**src/rtl/qrm_pkg.sv**
```systemverilog
// Shared widths and pipeline payload types for the quaternion to rotation matrix block.
// No dependencies; every rtl file refers to it by scoped names.
package qrm_pkg;

    localparam int COMP_W   = 16;             // quaternion component width
    localparam int FRAC_W   = 14;             // fraction bits of a matrix element
    localparam int ELEM_W   = 16;             // width of a matrix element on the port
    localparam int NUM_ELEM = 9;
    localparam int PROD_W   = 2 * COMP_W;     // signed product of two components
    localparam int DEN_W    = 2 * COMP_W + 1; // squared norm and numerator magnitudes
    localparam int REM_W    = DEN_W + 1;      // partial remainder after the shift
    localparam int QUO_W    = FRAC_W + 1;     // one integer bit and the fraction bits
    localparam int IN_W     = 4 * COMP_W;
    localparam int OUT_W    = NUM_ELEM * ELEM_W;

    localparam logic [QUO_W-1:0]  QUO_ONE  = QUO_W'(1) << FRAC_W;
    localparam logic [ELEM_W-1:0] ELEM_ONE = ELEM_W'(1) << FRAC_W;

    typedef struct packed {
        logic signed [PROD_W-1:0] ww;
        logic signed [PROD_W-1:0] xx;
        logic signed [PROD_W-1:0] yy;
        logic signed [PROD_W-1:0] zz;
        logic signed [PROD_W-1:0] xy;
        logic signed [PROD_W-1:0] xz;
        logic signed [PROD_W-1:0] yz;
        logic signed [PROD_W-1:0] wx;
        logic signed [PROD_W-1:0] wy;
        logic signed [PROD_W-1:0] wz;
    } prod_t;

    typedef struct packed {
        logic [DEN_W-1:0]                  den;
        logic [NUM_ELEM-1:0][REM_W-1:0]    rem;
        logic [NUM_ELEM-1:0][QUO_W-1:0]    quo;
        logic [NUM_ELEM-1:0]               neg;
        logic                              degen;
    } div_t;

endpackage

```
**src/rtl/qrm_div_step.sv**
```systemverilog
// One restoring-division stage: one quotient bit for each of the nine elements.
// Depends on qrm_pkg.
module qrm_div_step (
    input  logic          clk,
    input  logic          rst_n,
    input  logic          in_valid,
    output logic          in_ready,
    input  qrm_pkg::div_t in_data,
    output logic          out_valid,
    input  logic          out_ready,
    output qrm_pkg::div_t out_data
);

    logic          valid_reg;
    qrm_pkg::div_t data_reg, data_next;

    // Compare and subtract, then shift the remainder up for the next bit.
    always_comb
    begin
        logic [qrm_pkg::REM_W-1:0] den_x, r;
        logic                      bit_q;
        data_next = in_data;
        den_x     = qrm_pkg::REM_W'(in_data.den);
        for (int i = 0; i < qrm_pkg::NUM_ELEM; i++)
        begin
            bit_q = in_data.rem[i] >= den_x;
            r     = bit_q ? in_data.rem[i] - den_x : in_data.rem[i];
            data_next.rem[i] = {r[qrm_pkg::REM_W-2:0], 1'b0};
            data_next.quo[i] = {in_data.quo[i][qrm_pkg::QUO_W-2:0], bit_q};
        end
    end

    assign in_ready  = !valid_reg || out_ready;
    assign out_valid = valid_reg;
    assign out_data  = data_reg;

    always_ff @(posedge clk or negedge rst_n)
    begin
        if (!rst_n)
        begin
            valid_reg <= 1'b0;
        end
        else if (in_ready)
        begin
            valid_reg <= in_valid;
        end
    end

    always_ff @(posedge clk)
    begin
        if (in_ready && in_valid)
        begin
            data_reg <= data_next;
        end
    end

endmodule

```
**config.mk**
```make
export PLATFORM = sky130hd
export DESIGN_NAME = qrm_div_step
export DESIGN_NICKNAME = d
export VERILOG_FILES = /design/src/rtl/qrm_pkg.sv /design/src/rtl/qrm_div_step.sv
export SDC_FILE = /design/constraint.sdc
export NUM_CORES = 1
export LEC_CHECK = 0
export BUFFER_PORTS_ARGS = -buffer_cell sky130_fd_sc_hd__buf_2
export CAP_MARGIN = 20
export CORE_AREA = 2 2 375 377
export CTS_CLUSTER_DIAMETER = 100
export DETAILED_ROUTE_END_ITERATION = 10
export DIE_AREA = 0 0 377 379
export PLACE_DENSITY = 0.47
export SLEW_MARGIN = 10
export SYNTH_ARGS = -nofsm -noshare
export SYNTH_HDL_FRONTEND = slang
export SYNTH_SLANG_ARGS = --single-unit
export TNS_END_PERCENT = 50
```
**constraint.sdc**
```tcl
create_clock -name clk -period 12.8 [get_ports clk]
set_input_delay 1.92 -clock clk [delete_from_list [all_inputs] [get_ports clk]]
set_output_delay 1.92 -clock clk [all_outputs]
set_load 0.01 [all_outputs]
```
# == Word level (Yosys, flattened, before mapping) ==
# Cells that the tools add are included.
# word_totals
register_bits,476
inputBits,488
out_inout_bits,486
# classes
addsub,9
magnitude_cmp,9
mux,9
n_reduce_logical,3
# op_table
operator,n
$ge 34x33->1,9
$mux 33,9
$sub 33x33->33,9
$logic_and 1x1->1,1
$logic_not 1->1,1
$logic_or 1x1->1,1

# == Depth between registers and ports, before layout ==
# logic_depth
ltp_word,3
mapped_depth,16
ltp_nobuf,14

# == Worst setup path before layout ==
# OpenSTA, ideal clock, no wires.
# synth_timing
kind,input to register
start,in out_ready
end,"reg data_reg (netlist bit out_data[0]), enable pin"
setup_time_ps,903
arrival_ps,12886
t_required_ps,11897
path_slack_ps,-988
path_stages,2
path_buffers,0
cell_sequence,nand2b_1 -> and2_1
# synth_via
elab_chain_cells,2
# synth_rtl
element,line_no,source
start: declaration,qrm_div_step.sv:10,"input logic out_ready,"
$logic_or 1x1->1,qrm_div_step.sv:33,assign in_ready = !valid_reg || out_ready;
$logic_and 1x1->1,qrm_div_step.sv:51,if (in_ready && in_valid)
end signal: assignment,qrm_div_step.sv:53,data_reg <= data_next;
end: declaration,qrm_div_step.sv:15,"qrm_pkg::div_t data_reg, data_next;"
# Every way passes these cells.
# A chain may end at the register's enable or synchronous reset.

==> results by group <==
Status
  – Status: finished, final reports clean

Floorplan
  – DIE HEIGHT: 379 µm
  – Io pins: 974
  – Initial Utilization: 23.9%
  – Die area: 143000 µm²
  – Rows: 137
  – Die X-Extent: 377 µm
  – Core box area: between 100000 and 150000 µm²

Worst setup path
  – Reg2reg setup slack: approximately 9600 ps
  – R2R Path Start: out_valid$_DFFE_PN0N_
  – Crit path capture type: register
  – Reg2Reg Depth: 4
  – CP endpoint: out_data[289]$_DFFE_PP_
  – Worst Path Required: around 13000 ps
  – Worst setup path start: in_data[451]
  – Critical path arrival: 6670 ps
  – Reg-to-reg endpoint: out_data[239]$_DFFE_PP_
  – Worst setup SP type: input port
  – Crit-path max FO: 62
  – WS Path Type: in2reg

Route
  – ANT nets after route: 0
  – Routed length on met3: 12.8 mm
  – WL/cell: between 20 and 30 µm
  – Vias: between 20000 and 30000
  – Max layer used: met5
  – Wirelength, routed: 159 mm
  – DRC: 0
  – 1st-iter DRT viols: about 1900
  – Wire length on met1: about 63 mm
  – Met2 wire length: 78.5 mm
  – Vias per cell: 4.87
  – Initial DRT Pass Iterations: 5

STA
  – Worst-margin pin slew: 1090 ps
  – Max Freq: 160 MHz
  – Relative slew slack: 27.3%
  – Slew Limit Fails: 0
  – RSZ-0062 raised after global routing: false
  – Worst hold margin: approximately 550 ps
  – Total Neg Setup Slack: 0 ps
  – Setup Viol. Count Final: 0
  – Min Tclk post-route: 6260 ps
  – Slack of the critical path: approximately 6500 ps
  – Clock Skews: about 29 ps
  – Final Hold Viols: 0
  – Final Cycle Share: 48.9%

Global routing
  – Initial antenna violation count: 78
  – GR Overflow Total: 0
  – Gr usage total: a little over a fifth
  – Vias in the first global route: between 20000 and 30000
  – Global-route wire length before repair: 215 mm
  – Largest net degree at the start of global routing: 106

Hold path
  – Hold depth: 2
  – Hold Crit Class: reg2reg

Logic synthesis
  – Area leader, netlist: edfxtp_1
  – Netlist cell types: 100
  – Count leader, synth: edfxtp_1
  – Post-synth EDFFs: 475
  – Synth Area per Inst: 10.2 µm²
  – Main synth FF type: edfxtp_1
  – Top cells by count, synth: 475 x edfxtp_1, 339 x a21oi_1, 297 x ha_1
  – Mapped cell area: ~33000 µm²
  – Synthesis-stage register bit count: roughly 480
  – Seq/Total Area, Yosys: 43.1%
  – Synth top area share: 43.0%
  – Mapped Cells: 3249
  – Ys Warns: 0
  – Async SR Flop Fraction: 0.210%
  – Dominant cells by area after synthesis: edfxtp_1 43%, ha_1 11%, a21oi_1 5.1%

Job
  – Max-Cap Viols: 0

Clock tree
  – Worst-Skew Late Latency: between 600 and 700 ps
  – Worst-path clk slew: 60 ps
  – Number of buffers created by CTS: 68
  – Post-CTS Setup Repair Bufs: 0
  – Clk sinks: 476
  – Post-CTS Resized: 0
  – Root buf cell: clkbuf_16
  – CTS H-tree lvls: 3
  – CTS Buffer Depth: 3
  – CTS tree: yes
  – Hold Buf Count CTS: 0

Pwr
  – P_sw: roughly 1.8 mW
  – Flop pwr share: 35.8%
  – Static Leak: around 18 nW
  – Pint: 3.66 mW
  – Design Power: 5.50 mW
  – Clk network pwr share: between 30 and 40%
  – Max VDD drop: 96.6 µV
  – Power density over the cells: around 130 nW/µm²
  – Comb pwr share: 28.2%
  – Sw frac: 33.5%

Placement
  – Gp weighted congestion: 0.868
  – Input/output buffers: 955
  – DPL Wire Length: 122 mm
  – Pre-CTS setup slack: roughly 6000 ps

Finish
  – Core Util, Final: 30.5%
  – Fillcell total: 14600
  – Fin nets: 5006
  – Fraction of layout cells with a size suffix above 1: 29.6%
  – Area Overhead vs Synth: 27.7%
## sequential cells by signal, indices dropped and copies added, names as in the netlist
signal,cells
out_data,475
out_valid,1
## worst min path at each step
| stage | startpoint | end | slack (ps) |
|---|---|---|---|
| floorplan | out_valid$_DFFE_PN0N_ | out_valid$_DFFE_PN0N_ | 620 |
| finish | out_valid$_DFFE_PN0N_ | out_valid$_DFFE_PN0N_ | 550 |
| CTS | out_valid$_DFFE_PN0N_ | out_valid$_DFFE_PN0N_ | 570 |
| global route | out_valid$_DFFE_PN0N_ | out_valid$_DFFE_PN0N_ | 600 |
| detailed placement | out_valid$_DFFE_PN0N_ | out_valid$_DFFE_PN0N_ | 550 |
| global placement | out_valid$_DFFE_PN0N_ | out_valid$_DFFE_PN0N_ | 540 |
## worst max-delay path, stage by stage
cell and delay [ps]:
buf_2 740, ha_1 320, inv_1 60, fa_1 410, a21o_1 180, a21oi_1 290
o21a_1 180, o21ai_0 180, a31oi_1 480, a21oi_1 140, o21ai_0 340, and3_2 950
mux2_2 410
## cells by family (layout without fill, tap and decap cells)
| kind of cell | Yosys count | in the layout | share of synthesized area (%) |
|---|---|---|---|
| other | 1 | 25 | 0.0113 |
| XOR/XNOR | 252 | 252 | 6.65 |
| buffers and inverters | 248 | 1258 | 3.30 |
| multiplexers | 107 | 107 | 3.63 |
| AND/OR/NAND/NOR | 830 | 830 | 11.8 |
| adder cells (fa/ha/maj) | 306 | 306 | 11.7 |
| AO/OA/AOI/OAI | 1029 | 1029 | 19.8 |
| flip-flops | 476 | 476 | 43.1 |
## cell usage in the layout (no fill, tap or decap), types with 34 or more instances in the layout
| cell type | count |
|---|---|
| buf_2 | 955 |
| edfxtp_1 | 475 |
| a21oi_1 | 339 |
| ha_1 | 297 |
| nand2_1 | 271 |
| nor2_1 | 230 |
| o21ai_0 | 209 |
| a21o_1 | 160 |
| xnor2_1 | 151 |
| inv_1 | 121 |
| xor2_1 | 101 |
| mux2_2 | 98 |
| clkbuf_16 | 68 |
| nand4_1 | 55 |
| o21bai_1 | 54 |
| buf_4 | 45 |
| nand3_1 | 43 |
| a31oi_1 | 42 |
| nand2b_1 | 39 |
| nor3_1 | 36 |
| o21a_1 | 34 |
## final cells by class
type	count	area (µm²)	area share, %
multi-input cells	2533	17900	42.1
flip-flops and latches	476	14300	33.7
repair buffers	1001	5140	12.1
well taps	1807	2260	5.33
clock buffers	76	1730	4.08
clock inverters	49	572	1.35
inverters	132	495	1.17
diodes	16	40.0	0.0944
## layer usage
layer | up-vias | track usage (%)
met5 | - | 0
met4 | 64 | 6.61
met3 | 241 | 6.42
met2 | 1001 | 37.6
met1 | 14200 | 24.7
li1 | 14100 | -
## power groups by stage
stage / registers (mW) / clock network, mW / logic (mW)
global route: 1.98 / 2.10 / 1.70
finish: 1.97 / 1.98 / 1.55
global placement: 2.00 / 0 / 1.56
CTS: 1.97 / 2.05 / 1.56
floorplan: 2.08 / 0 / 0.889
detailed placement: 2.00 / 0 / 1.55
## stage by stage
step | cells | cell area, µm²
floorplan | 3257 | 33200
global placement | 5949 | 40000
detailed placement | 5949 | 40000
CTS | 6074 | 42400
global route | 6081 | 42400
finish | 6090 | 42400
(Power assumes the default switching activity.)
