**src/rtl/qrm_pkg.sv**
```systemverilog
// Shared widths and pipeline payload types for the quaternion to rotation matrix block.
// No dependencies; every rtl file refers to it by scoped names.
package qrm_pkg;

    localparam int COMP_W   = 16;             // quaternion component width
    localparam int FRAC_W   = 14;             // fraction bits of a matrix element
    localparam int ELEM_W   = 16;             // width of a matrix element on the port
    localparam int NUM_ELEM = 9;
    localparam int PROD_W   = 2 * COMP_W;     // signed product of two components
    localparam int DEN_W    = 2 * COMP_W + 1; // squared norm and numerator magnitudes
    localparam int REM_W    = DEN_W + 1;      // partial remainder after the shift
    localparam int QUO_W    = FRAC_W + 1;     // one integer bit and the fraction bits
    localparam int IN_W     = 4 * COMP_W;
    localparam int OUT_W    = NUM_ELEM * ELEM_W;

    localparam logic [QUO_W-1:0]  QUO_ONE  = QUO_W'(1) << FRAC_W;
    localparam logic [ELEM_W-1:0] ELEM_ONE = ELEM_W'(1) << FRAC_W;

    typedef struct packed {
        logic signed [PROD_W-1:0] ww;
        logic signed [PROD_W-1:0] xx;
        logic signed [PROD_W-1:0] yy;
        logic signed [PROD_W-1:0] zz;
        logic signed [PROD_W-1:0] xy;
        logic signed [PROD_W-1:0] xz;
        logic signed [PROD_W-1:0] yz;
        logic signed [PROD_W-1:0] wx;
        logic signed [PROD_W-1:0] wy;
        logic signed [PROD_W-1:0] wz;
    } prod_t;

    typedef struct packed {
        logic [DEN_W-1:0]                  den;
        logic [NUM_ELEM-1:0][REM_W-1:0]    rem;
        logic [NUM_ELEM-1:0][QUO_W-1:0]    quo;
        logic [NUM_ELEM-1:0]               neg;
        logic                              degen;
    } div_t;

endpackage

```
**src/rtl/qrm_output.sv**
```systemverilog
// Last stage: saturation, sign and the identity for a zero quaternion, into the output register.
// Depends on qrm_pkg.
module qrm_output (
    input  logic                      clk,
    input  logic                      rst_n,
    input  logic                      in_valid,
    output logic                      in_ready,
    input  qrm_pkg::div_t             in_data,
    output logic                      out_valid,
    input  logic                      out_ready,
    output logic [qrm_pkg::OUT_W-1:0] out_data,
    output logic                      out_degen
);

    localparam int EW = qrm_pkg::ELEM_W;

    logic                      valid_reg;
    logic [qrm_pkg::OUT_W-1:0] data_reg, data_next;
    logic                      degen_reg;

    always_comb
    begin
        logic [qrm_pkg::QUO_W-1:0] q;
        logic [EW-1:0]             m;
        for (int i = 0; i < qrm_pkg::NUM_ELEM; i++)
        begin
            q = (in_data.quo[i] > qrm_pkg::QUO_ONE) ? qrm_pkg::QUO_ONE : in_data.quo[i];
            m = in_data.neg[i] ? EW'(-{1'b0, q}) : EW'({1'b0, q});
            if (in_data.degen)
            begin
                m = (i % 4 == 0) ? qrm_pkg::ELEM_ONE : '0;
            end
            data_next[i*EW +: EW] = m;
        end
    end

    assign in_ready  = !valid_reg || out_ready;
    assign out_valid = valid_reg;
    assign out_data  = data_reg;
    assign out_degen = degen_reg;

    always_ff @(posedge clk or negedge rst_n)
    begin
        if (!rst_n)
        begin
            valid_reg <= 1'b0;
        end
        else if (in_ready)
        begin
            valid_reg <= in_valid;
        end
    end

    always_ff @(posedge clk)
    begin
        if (in_ready && in_valid)
        begin
            data_reg  <= data_next;
            degen_reg <= in_data.degen;
        end
    end

endmodule

```
**config.mk**
```make
export PLATFORM = sky130hd
export DESIGN_NAME = qrm_output
export DESIGN_NICKNAME = d
export VERILOG_FILES = /design/src/rtl/qrm_pkg.sv /design/src/rtl/qrm_output.sv
export SDC_FILE = /design/constraint.sdc
export NUM_CORES = 1
export LEC_CHECK = 0
export BUFFER_PORTS_ARGS = -buffer_cell sky130_fd_sc_hd__buf_2
export CORE_AREA = 10 10 240 242
export DETAILED_ROUTE_END_ITERATION = 8
export DIE_AREA = 0 0 250 252
export RECOVER_POWER = 100
export SYNTH_ARGS = -nofsm -noshare
export SYNTH_HDL_FRONTEND = slang
export SYNTH_SLANG_ARGS = --single-unit
```
**constraint.sdc**
```tcl
create_clock -name clk -period 4 [get_ports clk]
set_input_delay 0.2 -clock clk [delete_from_list [all_inputs] [get_ports clk]]
set_output_delay 0.2 -clock clk [all_outputs]
set_load 0.02 [all_outputs]
```
* Yosys cells after proc, flatten, opt, wreduce, memory -nomap -nowiden
Index checks and enable logic that the tools add are counted.
** Storage, ports and cells
- RAM bits :: 0
- Register bits after elaboration :: 146
- Logic and storage cells :: 69
- Memory bits (read-only) :: 0
- Bits in latches :: 0
- Memories kept :: 0
** Operators by class
- Order comparisons :: 9
- $mul :: 0
- Multiplexer cells :: 18
- Equal/unequal tests :: 0
- Reduce and logical (&&, ||, !) cells :: 12
- Shift-type cells :: 0
- Add/sub/neg operators :: 9
- Bitwise gates (word level) :: 9
- Div/mod/pow operators :: 0
** Operators by type and width (number)
- 15-bit 2-to-1 mux :: 18
- 15-bit negation with 16-bit output :: 9
- 15-bit > comparator, second input constant :: 9
- 2-bit OR reduction :: 9
- 1-bit inverter :: 9
- 1-bit logical AND :: 1
- 1-bit logical NOT :: 1
- 1-bit logical OR :: 1

* Logic depth before layout (Yosys ltp)
- Depth in word-level cells :: 4
- Depth in mapped cells :: 9
- Gate-level depth less buffers :: 8

* Least setup slack after synthesis
OpenSTA, ideal clock, no wires.
- Path type :: reg-to-reg
- Start point :: reg valid_reg, in the netlist out_valid
- End point :: reg data_reg (netlist bit out_data[0]), enable pin
- Arrival time :: 4067 ps
- Required time :: 3479 ps
- Period minus slack after synthesis :: 4588 ps
- Stages on the path, launching flop included :: 3
- Setup slack :: -588 ps
- Path through :: dfrtp_1 nand2b_1 and2_1
** On the way
- Word-level cells in the longest chain between the ends :: 3
** Ends and longest elaborated chain
- start: declaration :: line qrm_output.sv:17 : logic valid_reg;
- start signal: assignment :: line qrm_output.sv:50 : valid_reg <= in_valid;
- 1-bit logical NOT :: line qrm_output.sv:37 : assign in_ready = !valid_reg || out_ready;
- 1-bit logical OR :: line qrm_output.sv:37
- via in_ready :: line qrm_output.sv:7 : output logic in_ready,
- 1-bit logical AND :: line qrm_output.sv:56 : if (in_ready && in_valid)
- end signal: assignment :: line qrm_output.sv:58 : data_reg <= data_next;
- end: declaration :: line qrm_output.sv:18 : logic [qrm_pkg::OUT_W-1:0] data_reg, data_next;
The timed path passes the listed nets, and every way through them passes these cells.
A chain may end at the register's enable or synchronous reset.

* Worst setup path in the final report
- Start point :: in in_data[117] (netlist name)
- End point :: reg data_reg (netlist bit out_data[124]) (data pin)
** On the way
- Word-level cells in the longest chain between the ends :: 4
** Ends and longest elaborated chain
- start: declaration :: line qrm_output.sv:8 : input qrm_pkg::div_t in_data,
- 15-bit > comparator :: line qrm_output.sv:27 : q = (in_data.quo[i] > qrm_pkg::QUO_ONE) ? qrm_pkg::QUO_ONE : in_data.quo[i];
- 15-bit 2-to-1 mux * :: line qrm_output.sv:27
- 15-bit negation with 16-bit output :: line qrm_output.sv:28 : m = in_data.neg[i] ? EW'(-{1'b0, q}) : EW'({1'b0, q});
- 15-bit 2-to-1 mux * :: line qrm_output.sv:28
Mark *: on every way between the ends. The rest lies on a longest branch, timed or not.

==> metrics.md <==
| Metric | Value |
|---|---|
| Die X | 250 µm |
| Post-synthesis simple-gate area fraction | around a fifth |
| Kind of critical path | input pin to register |
| Clock Sinks | 146 |
| Largest family of logic cells by synthesized area | simple AND/OR/NAND/NOR gates |
| Top cell type's share of synthesized area | 50.0% |
| Core area | 52400 µm² |
| Worst-path clk slew | 0.07 ns |
| Net Count, Synth | 1352 |
| Layout cells sized above 1 | 16.6% |
| Failing checks | max-capacitance violations, max-slew violations |
| Final worst slack | 1.37 ns |
| Worst slack, placed | 1.44 ns |
| Root buffer cell | clkbuf_16 |
| H-tree depth | 4 |
| Clock Latency Late Sink | around 0.5 ns |
| EDFF count, synth | around 150 |
| Fin crit share | about 66% |
| DR DRC count | 0 |
| Comb power frac | 18.5% |
| Synth warn | 0 |
| TNS Setup | 0 ns |
| Initial DRC count | 446 |
| Via Count | 8180 |
| Largest net degree at the start of global routing | 57 |
| Initial antenna violation count | 5 |
| WL per Instance | 17.6 µm |
| Clock network power share | 37.7% |
| Worst relative slew slack | -56.1% |
| Overflow after GRT | 0 |
| # nets final | 1640 |
| Routed Antenna Nets | 0 |
| Die ar. | 63000 µm² |
| Gp weighted congestion | 0.862 |
| WP data required | 4.21 ns |
| Multiplexer share of the synthesized area | 0.604% |
| Die Span Y | 252 µm |
| Fin crit period | 2.63 ns |
| Unrepaired setup endpoints after global routing | false |
| CP bufs+invs | 1 |
| Skew final | about 0.016 ns |
| Final core utilization | ~22% |
| Power Internal | around 2.9 mW |
| CP Launch Type | input pin |
| Vias per inst | 4.43 |
| Status | complete, but fails checks |
| Worst path cell trace | clkbuf_1, or4_1, or4_1, o21ai_0, nor2_2, a2111oi_0 |
| Post-DP HPWL | 25.6 mm |
| Initial Util | 16.6% |
| Post-synth ARST share | 0.685% |
| Xor/xnor share of the synthesized area | about 7.4% |
| VDD IR max | 0.319 mV |
| Cts bufs inserted | 17 |
| Final Max Slew Viols | 76 |
| Largest stage delay, worst path | 0.64 ns |
| PD cells | approximately 370 nW/µm² |
| Delay-heaviest family, CP | simple AND/OR/NAND/NOR gates |
| Vias in the first global route | 8333 |
| Slowest cell on the critical path | o21ai_0 |
| First-pass GRT wire length | 49.8 mm |
| Flops & latches, synth | 146 |
| Crit path capture type | register |
| Clock buffer depth | 2 |
| LEAKAGE | 3.94 nW |
| Hold Crit Class | input pin to register |
| Switching share of power | 31.6% |
| Final setup fails | 0 |
| Cell Area, Synth | 8710 µm² |
| Adder-Cell Fraction of Synth Area | 1.29% |
| Register area share after synthesis | 50.3% |
| Rows | 84 |
| Most frequent cells in the layout | clkbuf_1 (167), edfxtp_1 (145), buf_2 (132) |
| IO buf count | approximately 300 |
| Synth area leaders | edfxtp_1 (50%), xor2_1 (5.5%), nor2_1 (4.5%) |
| CTS tree | built |
| Post-synthesis cell count | approximately 860 |
| Syn Area/Cell | 10.2 µm² |
| Fmax | approximately 0.38 GHz |
| Unique masters post-synth | 66 |
| Worst-Margin Slew | between 2 and 2.5 ns |
| Crit path DAT | 2.83 ns |
| GRT Util Overall | 10.1% |
| Switching Power | 1.32 mW |
| Setup bufs post-CTS | 0 |
| Area grow syn2layout | 30.0% |
| Worst Path Max Fanout | 7 |
| Most frequent CP cell | or4_1 |
| Fin. Hold Viols | 0 |
| Primary FF master, synth | edfxtp_1 |
| Max cap viols | 2 |
| Synth Area in Compound Gates | 16.6% |
| IO Count | around 640 |
| Flop pwr share | 43.7% |
| Pre-Repair DR Iteration Count | 5 |
| Commonest non-fill, non-tap cell in the layout | clkbuf_1 |
| Drt total wl | 32.5 mm |
| Area leader, netlist | edfxtp_1 |
metal layers:
layer | up-vias | global-route usage, % | wire length (µm)
li1 | 3843 | - | -
met5 | - | 0 | 26
met2 | 381 | 16.1 | 15100
met1 | 3914 | 11.7 | 13600
met3 | 38 | 4.46 | 3240
met4 | 4 | 4.20 | 630
registers in the layout, indices dropped and copies added, names as in the netlist:
name and cells:
out_data 144, out_degen 1, out_valid 1
area by class of cell:
type,instances,area [µm²]
Multi-Input combinational cell,648,4070
Sequential cell,146,4380
Clock buffer,17,425
Inverter,24,90.1
Clock inverter,15,143
Timing Repair Buffer,306,1350
Tap cell,688,861
Fill cell,5804,41100
Antenna cell,3,7.51
Yosys cell counts (all sizes together), types with 4 or more instances:
| cell | count |
|---|---|
| a2111oi | 8 |
| a211oi | 13 |
| a21oi | 22 |
| a311oi | 5 |
| a31oi | 6 |
| and3 | 10 |
| and4 | 5 |
| clkbuf | 35 |
| edfxtp | 145 |
| ha | 9 |
| inv | 24 |
| nand2 | 77 |
| nand2b | 16 |
| nand3 | 19 |
| nand4 | 7 |
| nor2 | 105 |
| nor2b | 16 |
| nor3 | 41 |
| nor4 | 20 |
| o2111a | 4 |
| o211a | 4 |
| o211ai | 5 |
| o21a | 13 |
| o21ai | 43 |
| o311a | 8 |
| o311ai | 4 |
| o31ai | 20 |
| o41ai | 19 |
| or2 | 12 |
| or3 | 11 |
| or4 | 15 |
| xnor2 | 19 |
| xor2 | 55 |
worst paths after layout:
check | from | end | slack, ns | cells past startpoint
max | in_data[117] | out_data[124] | 1.37 | 6
min | in_data[96] | out_data[91] | 0.07 | 3
max reg2reg | out_valid | out_data[81] | 1.40 | 3
min reg2reg | out_valid | out_data[55] | 0.99 | 2
max in group asynchronous | rst_n | out_valid | 3.35 | 3
min in group asynchronous | rst_n | out_valid | 0.55 | 3
cells by family (layout without fill, tap and decap cells):
| logic type | count (synthesis) | after routing |
|---|---|---|
| buffers and inverters | 61 | 362 |
| XOR/XNOR | 74 | 74 |
| multiplexers | 5 | 5 |
| flip-flops | 146 | 146 |
| AND/OR/NAND/NOR | 365 | 365 |
| adder cells (fa/ha/maj) | 9 | 9 |
| AO/OA/AOI/OAI | 195 | 195 |
| other | 0 | 3 |
power groups by stage:
stage	Sequential, mW	Clock, mW	Combinational (mW)
after detailed placement	1.86	0	0.811
after CTS	1.83	1.64	0.818
after floorplan	1.98	0	0.343
final	1.83	1.58	0.777
after global routing	1.84	1.68	0.860
after global placement	1.86	0	0.802
stage by stage:
| step | cells | hold WS, ns | instance area (µm²) | power [mW] |
|---|---|---|---|---|
| 2_1_floorplan | 855 | -0.0956 | 8710 | 2.33 |
| 3_3_place_gp | 1808 | -0.0254 | 11000 | 2.66 |
| 3_5_place_dp | 1808 | -0.0223 | 11000 | 2.67 |
| 4_1_cts | 1844 | 0.0322 | 11600 | 4.29 |
| 5_1_grt | 1846 | 0.0754 | 11300 | 4.38 |
| 6_report | 1847 | 0.0733 | 11300 | 4.19 |
worst register-to-register path, cell delays in order (launching register included):
cell      delay, ns
dfrtp_1        0.37
nand2b_1       0.11
and2_4         0.52
clkbuf_1       1.20
repair_timing:
| action | CTS | global route |
|---|---|---|
| endpoints found under the hold margin | 2 | 0 |
| hold buffers | 4 | 0 |
| gates resized for setup | 0 | 0 |
Power figures use the tool's default switching activity.
