$ cat src/rtl/qrm_pkg.sv
// Shared widths and pipeline payload types for the quaternion to rotation matrix block.
// No dependencies; every rtl file refers to it by scoped names.
package qrm_pkg;

    localparam int COMP_W   = 16;             // quaternion component width
    localparam int FRAC_W   = 14;             // fraction bits of a matrix element
    localparam int ELEM_W   = 16;             // width of a matrix element on the port
    localparam int NUM_ELEM = 9;
    localparam int PROD_W   = 2 * COMP_W;     // signed product of two components
    localparam int DEN_W    = 2 * COMP_W + 1; // squared norm and numerator magnitudes
    localparam int REM_W    = DEN_W + 1;      // partial remainder after the shift
    localparam int QUO_W    = FRAC_W + 1;     // one integer bit and the fraction bits
    localparam int IN_W     = 4 * COMP_W;
    localparam int OUT_W    = NUM_ELEM * ELEM_W;

    localparam logic [QUO_W-1:0]  QUO_ONE  = QUO_W'(1) << FRAC_W;
    localparam logic [ELEM_W-1:0] ELEM_ONE = ELEM_W'(1) << FRAC_W;

    typedef struct packed {
        logic signed [PROD_W-1:0] ww;
        logic signed [PROD_W-1:0] xx;
        logic signed [PROD_W-1:0] yy;
        logic signed [PROD_W-1:0] zz;
        logic signed [PROD_W-1:0] xy;
        logic signed [PROD_W-1:0] xz;
        logic signed [PROD_W-1:0] yz;
        logic signed [PROD_W-1:0] wx;
        logic signed [PROD_W-1:0] wy;
        logic signed [PROD_W-1:0] wz;
    } prod_t;

    typedef struct packed {
        logic [DEN_W-1:0]                  den;
        logic [NUM_ELEM-1:0][REM_W-1:0]    rem;
        logic [NUM_ELEM-1:0][QUO_W-1:0]    quo;
        logic [NUM_ELEM-1:0]               neg;
        logic                              degen;
    } div_t;

endpackage

$ cat src/rtl/qrm_numer.sv
// Second pipeline stage: squared norm and the nine numerators in sign-magnitude form.
// Depends on qrm_pkg.
module qrm_numer (
    input  logic           clk,
    input  logic           rst_n,
    input  logic           in_valid,
    output logic           in_ready,
    input  qrm_pkg::prod_t in_data,
    output logic           out_valid,
    input  logic           out_ready,
    output qrm_pkg::div_t  out_data
);

    localparam int DW = qrm_pkg::DEN_W;
    localparam int RW = qrm_pkg::REM_W;

    logic          valid_reg;
    qrm_pkg::div_t data_reg, data_next;

    // Squares are never negative, so their low bits zero-extend as unsigned.
    function automatic logic [DW-1:0] usum(input logic signed [qrm_pkg::PROD_W-1:0] a,
                                           input logic signed [qrm_pkg::PROD_W-1:0] b);
        return {1'b0, a} + {1'b0, b};
    endfunction

    // Off-diagonal numerator: magnitude of 2*(p + q) and its sign.
    function automatic logic [RW:0] offd(input logic signed [qrm_pkg::PROD_W-1:0] p,
                                         input logic signed [qrm_pkg::PROD_W-1:0] q);
        logic signed [DW-1:0] s;
        logic [DW-1:0]        mag;
        s   = DW'(p) + DW'(q);
        mag = s[DW-1] ? DW'(-s) : DW'(s);
        return {s[DW-1], RW'({mag[DW-2:0], 1'b0})};
    endfunction

    // Diagonal numerator: magnitude of pos - neg and its sign.
    function automatic logic [RW:0] dia(input logic [DW-1:0] pos, input logic [DW-1:0] ng);
        logic signed [DW-1:0] d;
        logic [DW-1:0]        mag;
        d   = $signed(pos - ng);
        mag = d[DW-1] ? DW'(-d) : DW'(d);
        return {d[DW-1], RW'(mag)};
    endfunction

    always_comb
    begin
        logic [DW-1:0] s_wx, s_yz, s_wy, s_xz, s_wz, s_xy;
        logic [RW:0]   e [qrm_pkg::NUM_ELEM];
        s_wx = usum(in_data.ww, in_data.xx);
        s_yz = usum(in_data.yy, in_data.zz);
        s_wy = usum(in_data.ww, in_data.yy);
        s_xz = usum(in_data.xx, in_data.zz);
        s_wz = usum(in_data.ww, in_data.zz);
        s_xy = usum(in_data.xx, in_data.yy);
        e[0] = dia(s_wx, s_yz);
        e[1] = offd(in_data.xy, -in_data.wz);
        e[2] = offd(in_data.xz, in_data.wy);
        e[3] = offd(in_data.xy, in_data.wz);
        e[4] = dia(s_wy, s_xz);
        e[5] = offd(in_data.yz, -in_data.wx);
        e[6] = offd(in_data.xz, -in_data.wy);
        e[7] = offd(in_data.yz, in_data.wx);
        e[8] = dia(s_wz, s_xy);
        data_next.den   = s_wx + s_yz;
        data_next.degen = (s_wx + s_yz) == '0;
        for (int i = 0; i < qrm_pkg::NUM_ELEM; i++)
        begin
            data_next.rem[i] = e[i][RW-1:0];
            data_next.neg[i] = e[i][RW];
            data_next.quo[i] = '0;
        end
    end

    assign in_ready  = !valid_reg || out_ready;
    assign out_valid = valid_reg;
    assign out_data  = data_reg;

    always_ff @(posedge clk or negedge rst_n)
    begin
        if (!rst_n)
        begin
            valid_reg <= 1'b0;
        end
        else if (in_ready)
        begin
            valid_reg <= in_valid;
        end
    end

    always_ff @(posedge clk)
    begin
        if (in_ready && in_valid)
        begin
            data_reg <= data_next;
        end
    end

endmodule

$ cat config.mk
export PLATFORM = sky130hd
export DESIGN_NAME = qrm_numer
export DESIGN_NICKNAME = d
export VERILOG_FILES = /design/src/rtl/qrm_pkg.sv /design/src/rtl/qrm_numer.sv
export SDC_FILE = /design/constraint.sdc
export NUM_CORES = 2
export LEC_CHECK = 0
export BUFFER_PORTS_ARGS = -buffer_cell sky130_fd_sc_hd__buf_2
export CAP_MARGIN = 20
export CORE_AREA = 2 2 318 320
export CTS_CLUSTER_DIAMETER = 60
export DETAILED_ROUTE_END_ITERATION = 8
export DIE_AREA = 0 0 320 322
export PLACE_DENSITY = 0.64
export SYNTH_ARGS = -nofsm -noshare
export SYNTH_HDL_FRONTEND = slang
export SYNTH_SLANG_ARGS = --single-unit
export TNS_END_PERCENT = 50
$ cat constraint.sdc
create_clock -name clk -period 10 [get_ports clk]
set_input_delay 2 -clock clk [delete_from_list [all_inputs] [get_ports clk]]
set_output_delay 2 -clock clk [all_outputs]
set_load 0.05 [all_outputs]
# == Word-level counts from Yosys, hierarchy flattened ==
# Cells that the tools add are included.
# Widths: inputs -> output; s select.
# word_totals
reg_bits,335
latchBits,0
mem_bits_rw,0
mem_bits_ro,0
inputBits,324
out_inout_bits,486
word_cells,57
mem_count,0
# classes
n_addsub,28
multipliers,0
div,0
n_lt_le_gt_ge,0
n_eq_ne,0
n_shift,0
muxes,9
n_bitwise,0
n_reduce_logical,4
# ops
operator,n
$add 32x32->33,12
$mux 32,9
$neg 32->32,9
$neg 33->33,3
$sub 33x33->33,3
$add 33x33->33,1
$logic_not 33->1,1
$logic_and 1x1->1,1
$logic_not 1->1,1
$logic_or 1x1->1,1

# == Longest topological paths before layout ==
# logic_depth
word_depth,4
mapped_depth,27
depth_no_buf,26

# == Worst setup path before layout ==
# Ideal clock, no wire load.
# synth_timing
path_kind,input to register
start,in out_ready
end,"reg data_reg, in the netlist out_data[0] (enable)"
setup_ns,0.733
arrival_time_ns,9.990
required_ns,9.267
setup_slack_ns,-0.722
stages,2
path_buffers,0
cell_sequence,nand2b_1 -> and2_1
# synth_between
elab_chain_len,2
# synth_rtl
element,line_no,text
from (decl),qrm_numer.sv:10,"input logic out_ready,"
$logic_or 1x1->1,qrm_numer.sv:74,assign in_ready = !valid_reg || out_ready;
$logic_and 1x1->1,qrm_numer.sv:92,if (in_ready && in_valid)
to (signal assigned),qrm_numer.sv:94,data_reg <= data_next;
to (decl),qrm_numer.sv:18,"qrm_pkg::div_t data_reg, data_next;"
# Every way passes these cells.
# A chain may end at the register's enable or synchronous reset.

==> summary.txt <==
Outcome
  – Outcome: complete, no violations

Layout
  – Fin area: 47040 sq um
  – Fill count: 9694
  – Layout cells sized above 1: 15.58%
  – Register area: 9935 sq um
  – Multi-input gate area: 29250 sq um
  – Area Overhead vs Synth: 13.90%
  – Fin util: 47.25%
  – Layout Nets: 6152

Power
  – Int Pwr: 0.005590 W
  – Logic pwr share: 63.2%
  – Leakage: 20.21 nW
  – NetSw: 0.005749 W
  – Peak VDD IR: 0.0002364 V
  – PD cells: 241.1 nW/um^2
  – Clock power share: 15.7%
  – Sw frac: 50.70%
  – Pwr Total: 0.01134 W
  – Sequential share of power: 21.1%

Yosys
  – Largest family of logic cells by synthesized area: compound AO/OA/AOI/OAI gates
  – Area contributors post-synth: edfxtp_1, ha_1, xnor2_1
  – Mux contribution to synthesized area: 0.1787%
  – Ys flop type: edfxtp_1
  – Compound-Gate Fraction of Synth Area: 20.09%
  – Mapped Cells: 4676
  – Netlist cell types: 110
  – Post-synth EDFFs: 330
  – Post-Synth Simple-Gate Area: 15.88%
  – Syn avg cell area: 8.833 sq um
  – #FFs+latches synth: 331
  – XOR/XNOR Fraction of Synth Area: 14.60%
  – Largest area contributor in the netlist: edfxtp_1
  – Synth top area share: 23.99%
  – Synth Cell Area: 41300 sq um
  – Ys Warns: 0
  – Sequential area share after synthesis: 24.05%
  – Asr flop ratio synth: 0.3021%
  – Synth Area in Adders: 18.66%

Global route
  – First-pass GRT wire length: 201800 um
  – GR met2 Demand/Resource: 42.99%
  – Grt ovf: 0
  – Most Used Layer, Global Route: met2
  – Met3 usage: 3.804%
  – Number of global-route vias before repair: 34374
  – Grt met1 use: 33.06%
  – Largest net degree at the start of global routing: 135
  – Total Routing Usage GR: 25.19%
  – Initial antenna violation count: 23

STA
  – Finish-stage setup viols: 0
  – Clk_skew: 0.02511 ns
  – Slew headroom: 37.97%
  – Final min period: 7.785 ns
  – Setup TNS: 0 ns
  – Fin. Hold Viols: 0
  – Tightest Pin Transition: 0.9220 ns
  – Crit share post-route: 77.85%
  – Fin. max-slew vios: 0
  – RSZ-0062 raised after global routing: no
  – Max Freq: 0.1285 GHz

Clock tree
  – Cts hold-fix bufs: 0
  – Clock Tree Buf Depth: 3
  – CTS sink cnt: 331
  – Post-CTS setup buffers: 0
  – Clk_lat worst skew: 0.63 ns
  – CTS tree: built
  – Post-CTS Resized: 0
  – H-tree levels: 2
  – CTS root buffer: clkbuf_16
  – Num CTS Buffers: 48
  – Reg clk slew, reported paths: 0.06 ns

Detailed routing
  – DR WL/cell: 20.38 um
  – DRT iter0 DRCs: 2438
  – Post-route DRC: 0
  – DR pass1 iterations: 5
  – DRT antenna net count: 0
  – DR vias: 36359
  – Vias/cell: 5.472
  – Routed WL: 135400 um

Die
  – DIE AREA: 103000 sq um
  – Initial cell density of the core: 41.48%
  – Core Rows: 116
  – Core area: 99570 sq um
  – Boundary Pins: 810
  – Die Y: 322 um
  – Chip width: 320 um

Placement
  – Input/output buffers: 659
  – Cell Area, Placed: 45370 sq um
  – Placer Congestion: 0.9617
  – DP Wirelength: 115700 um

Setup path
  – Critical Path AT: 8.15 ns
  – Worst setup SP type: input port
  – Worst path max stage delay: 0.74 ns
  – Worst path cell trace: buf_2, ha_1, and2_1, a221oi_1, a21oi_1, o21ai_1, a21boi_1, o31ai_1, xnor2_1, ha_1, or2_1, nor4_1, nor4b_1, a211o_1, nor3_1, o211ai_1, o311ai_0, xnor2_2, inv_2, o31ai_1, xnor2_1
  – CP required: 10.36 ns
  – CP max FO: 19
  – CP endpoint kind: register
  – WS Path Type: input port to register
  – Critical-path top delay cell: o31ai_1

Job
  – MaxCap Viol Count: 0

Worst hold path
  – Worst Hold Class: register to register
## worst paths after layout
kind | cells past startpoint | to | slack [ns] | start
worst max-delay path | 21 | out_data[163] | 2.22 | in_data[196]
worst min-delay path | 2 | out_valid | 0.54 | out_valid
worst max register to register | 4 | out_data[147] | 7.31 | out_valid
worst min register to register | 2 | out_valid | 0.54 | out_valid
max in group asynchronous | 1 | out_valid | 8.76 | rst_n
min in group asynchronous | 1 | out_valid | 1.16 | rst_n
## critical path, delay by kind of cell
| kind | cells | cell delay (ns) |
|---|---|---|
| xor+xnor | 3 | 1.03 |
| buf+inv | 2 | 0.49 |
| simple gates | 5 | 1.30 |
| compound gates | 9 | 2.48 |
| fa+ha+maj | 2 | 0.86 |
## cells in the mapped netlist, drive strengths merged (49+ instances only)
| library cell | count |
|---|---|
| o21a | 52 |
| a31oi | 74 |
| nand2 | 255 |
| ha | 395 |
| fa | 138 |
| xor2 | 236 |
| a21oi | 387 |
| nor2b | 56 |
| nand2b | 70 |
| and3 | 52 |
| nand3 | 88 |
| nor3 | 112 |
| inv | 302 |
| o21ai | 245 |
| buf | 166 |
| a21o | 158 |
| edfxtp | 330 |
| o21bai | 49 |
| clkbuf | 88 |
| xnor2 | 450 |
| nor2 | 343 |
## stage by stage
| stage | instances | worst slack (ns) | hold slack (ns) |
|---|---|---|---|
| 3_3_place_gp | 6543 | 1.661 | 0.5487 |
| 6_report | 6644 | 2.215 | 0.5366 |
| 5_1_grt | 6644 | 1.707 | 0.6081 |
| 4_1_cts | 6632 | 2.249 | 0.5499 |
| 2_1_floorplan | 4825 | 2.825 | 1.175 |
| 3_5_place_dp | 6543 | 1.569 | 0.5350 |
## power by group through the flow
stage / Combinational, W / Sequential, W / Clock (W)
floorplan: 0.00406 / 0.00372 / 0
global placement: 0.00707 / 0.00243 / 0
detailed placement: 0.00711 / 0.00243 / 0
CTS: 0.00715 / 0.00241 / 0.00182
global route: 0.00774 / 0.00243 / 0.00187
finish: 0.00717 / 0.00239 / 0.00178
## logic make-up (layout without fill, tap and decap cells)
group / count (synthesis) / in the layout
AO/OA/AOI/OAI: 1275 / 1275
XOR/XNOR: 686 / 686
adder cells (fa/ha/maj): 533 / 533
buffers and inverters: 556 / 1065
flip-flops: 331 / 331
multiplexers: 7 / 7
other: 1 / 162
AND/OR/NAND/NOR: 1287 / 1287
## layer usage
metal  wire length [um]  up-vias
met5                 41        -
met4               3441        8
met3               7532      159
met2              64880     1064
met1              59520    17249
li1                   -    17879
## layout make-up
cell class                 instances  area share, %
clock inverter                    34         0.8645
antenna                           12        0.06384
tap                             1298          3.453
sequential                       331          21.12
inverter                         302          2.415
clock buffer                      55          2.631
multi-input combinational       3938          62.18
timing repair buffer             674          7.277
## flip-flops by register name, summed over array words and instances, names as in the netlist
register / cells
out_data: 330
out_valid: 1
## placed cells by master, fill, tap and decap left out, types with 46 or more instances in the layout
master / netlist / routed
xor2_1: 235 / 235
nor3_1: 110 / 110
nand3_1: 88 / 88
o211ai_1: 48 / 48
xnor2_1: 448 / 447
inv_1: 294 / 294
conb_1: 1 / 150
nor4_1: 46 / 46
a21o_1: 158 / 158
nand4_1: 48 / 48
o21ai_0: 213 / 213
nand2_1: 255 / 255
or3_1: 48 / 48
edfxtp_1: 330 / 330
fa_1: 138 / 138
ha_1: 395 / 395
and3_1: 52 / 52
a31oi_1: 74 / 72
nor2b_1: 55 / 55
o21a_1: 52 / 52
buf_2: 8 / 659
nand2b_1: 70 / 70
o21bai_1: 49 / 49
clkbuf_16: 0 / 48
nor2_1: 343 / 343
a21oi_1: 384 / 384
Note: power is estimated with default switching activity, not from simulation.
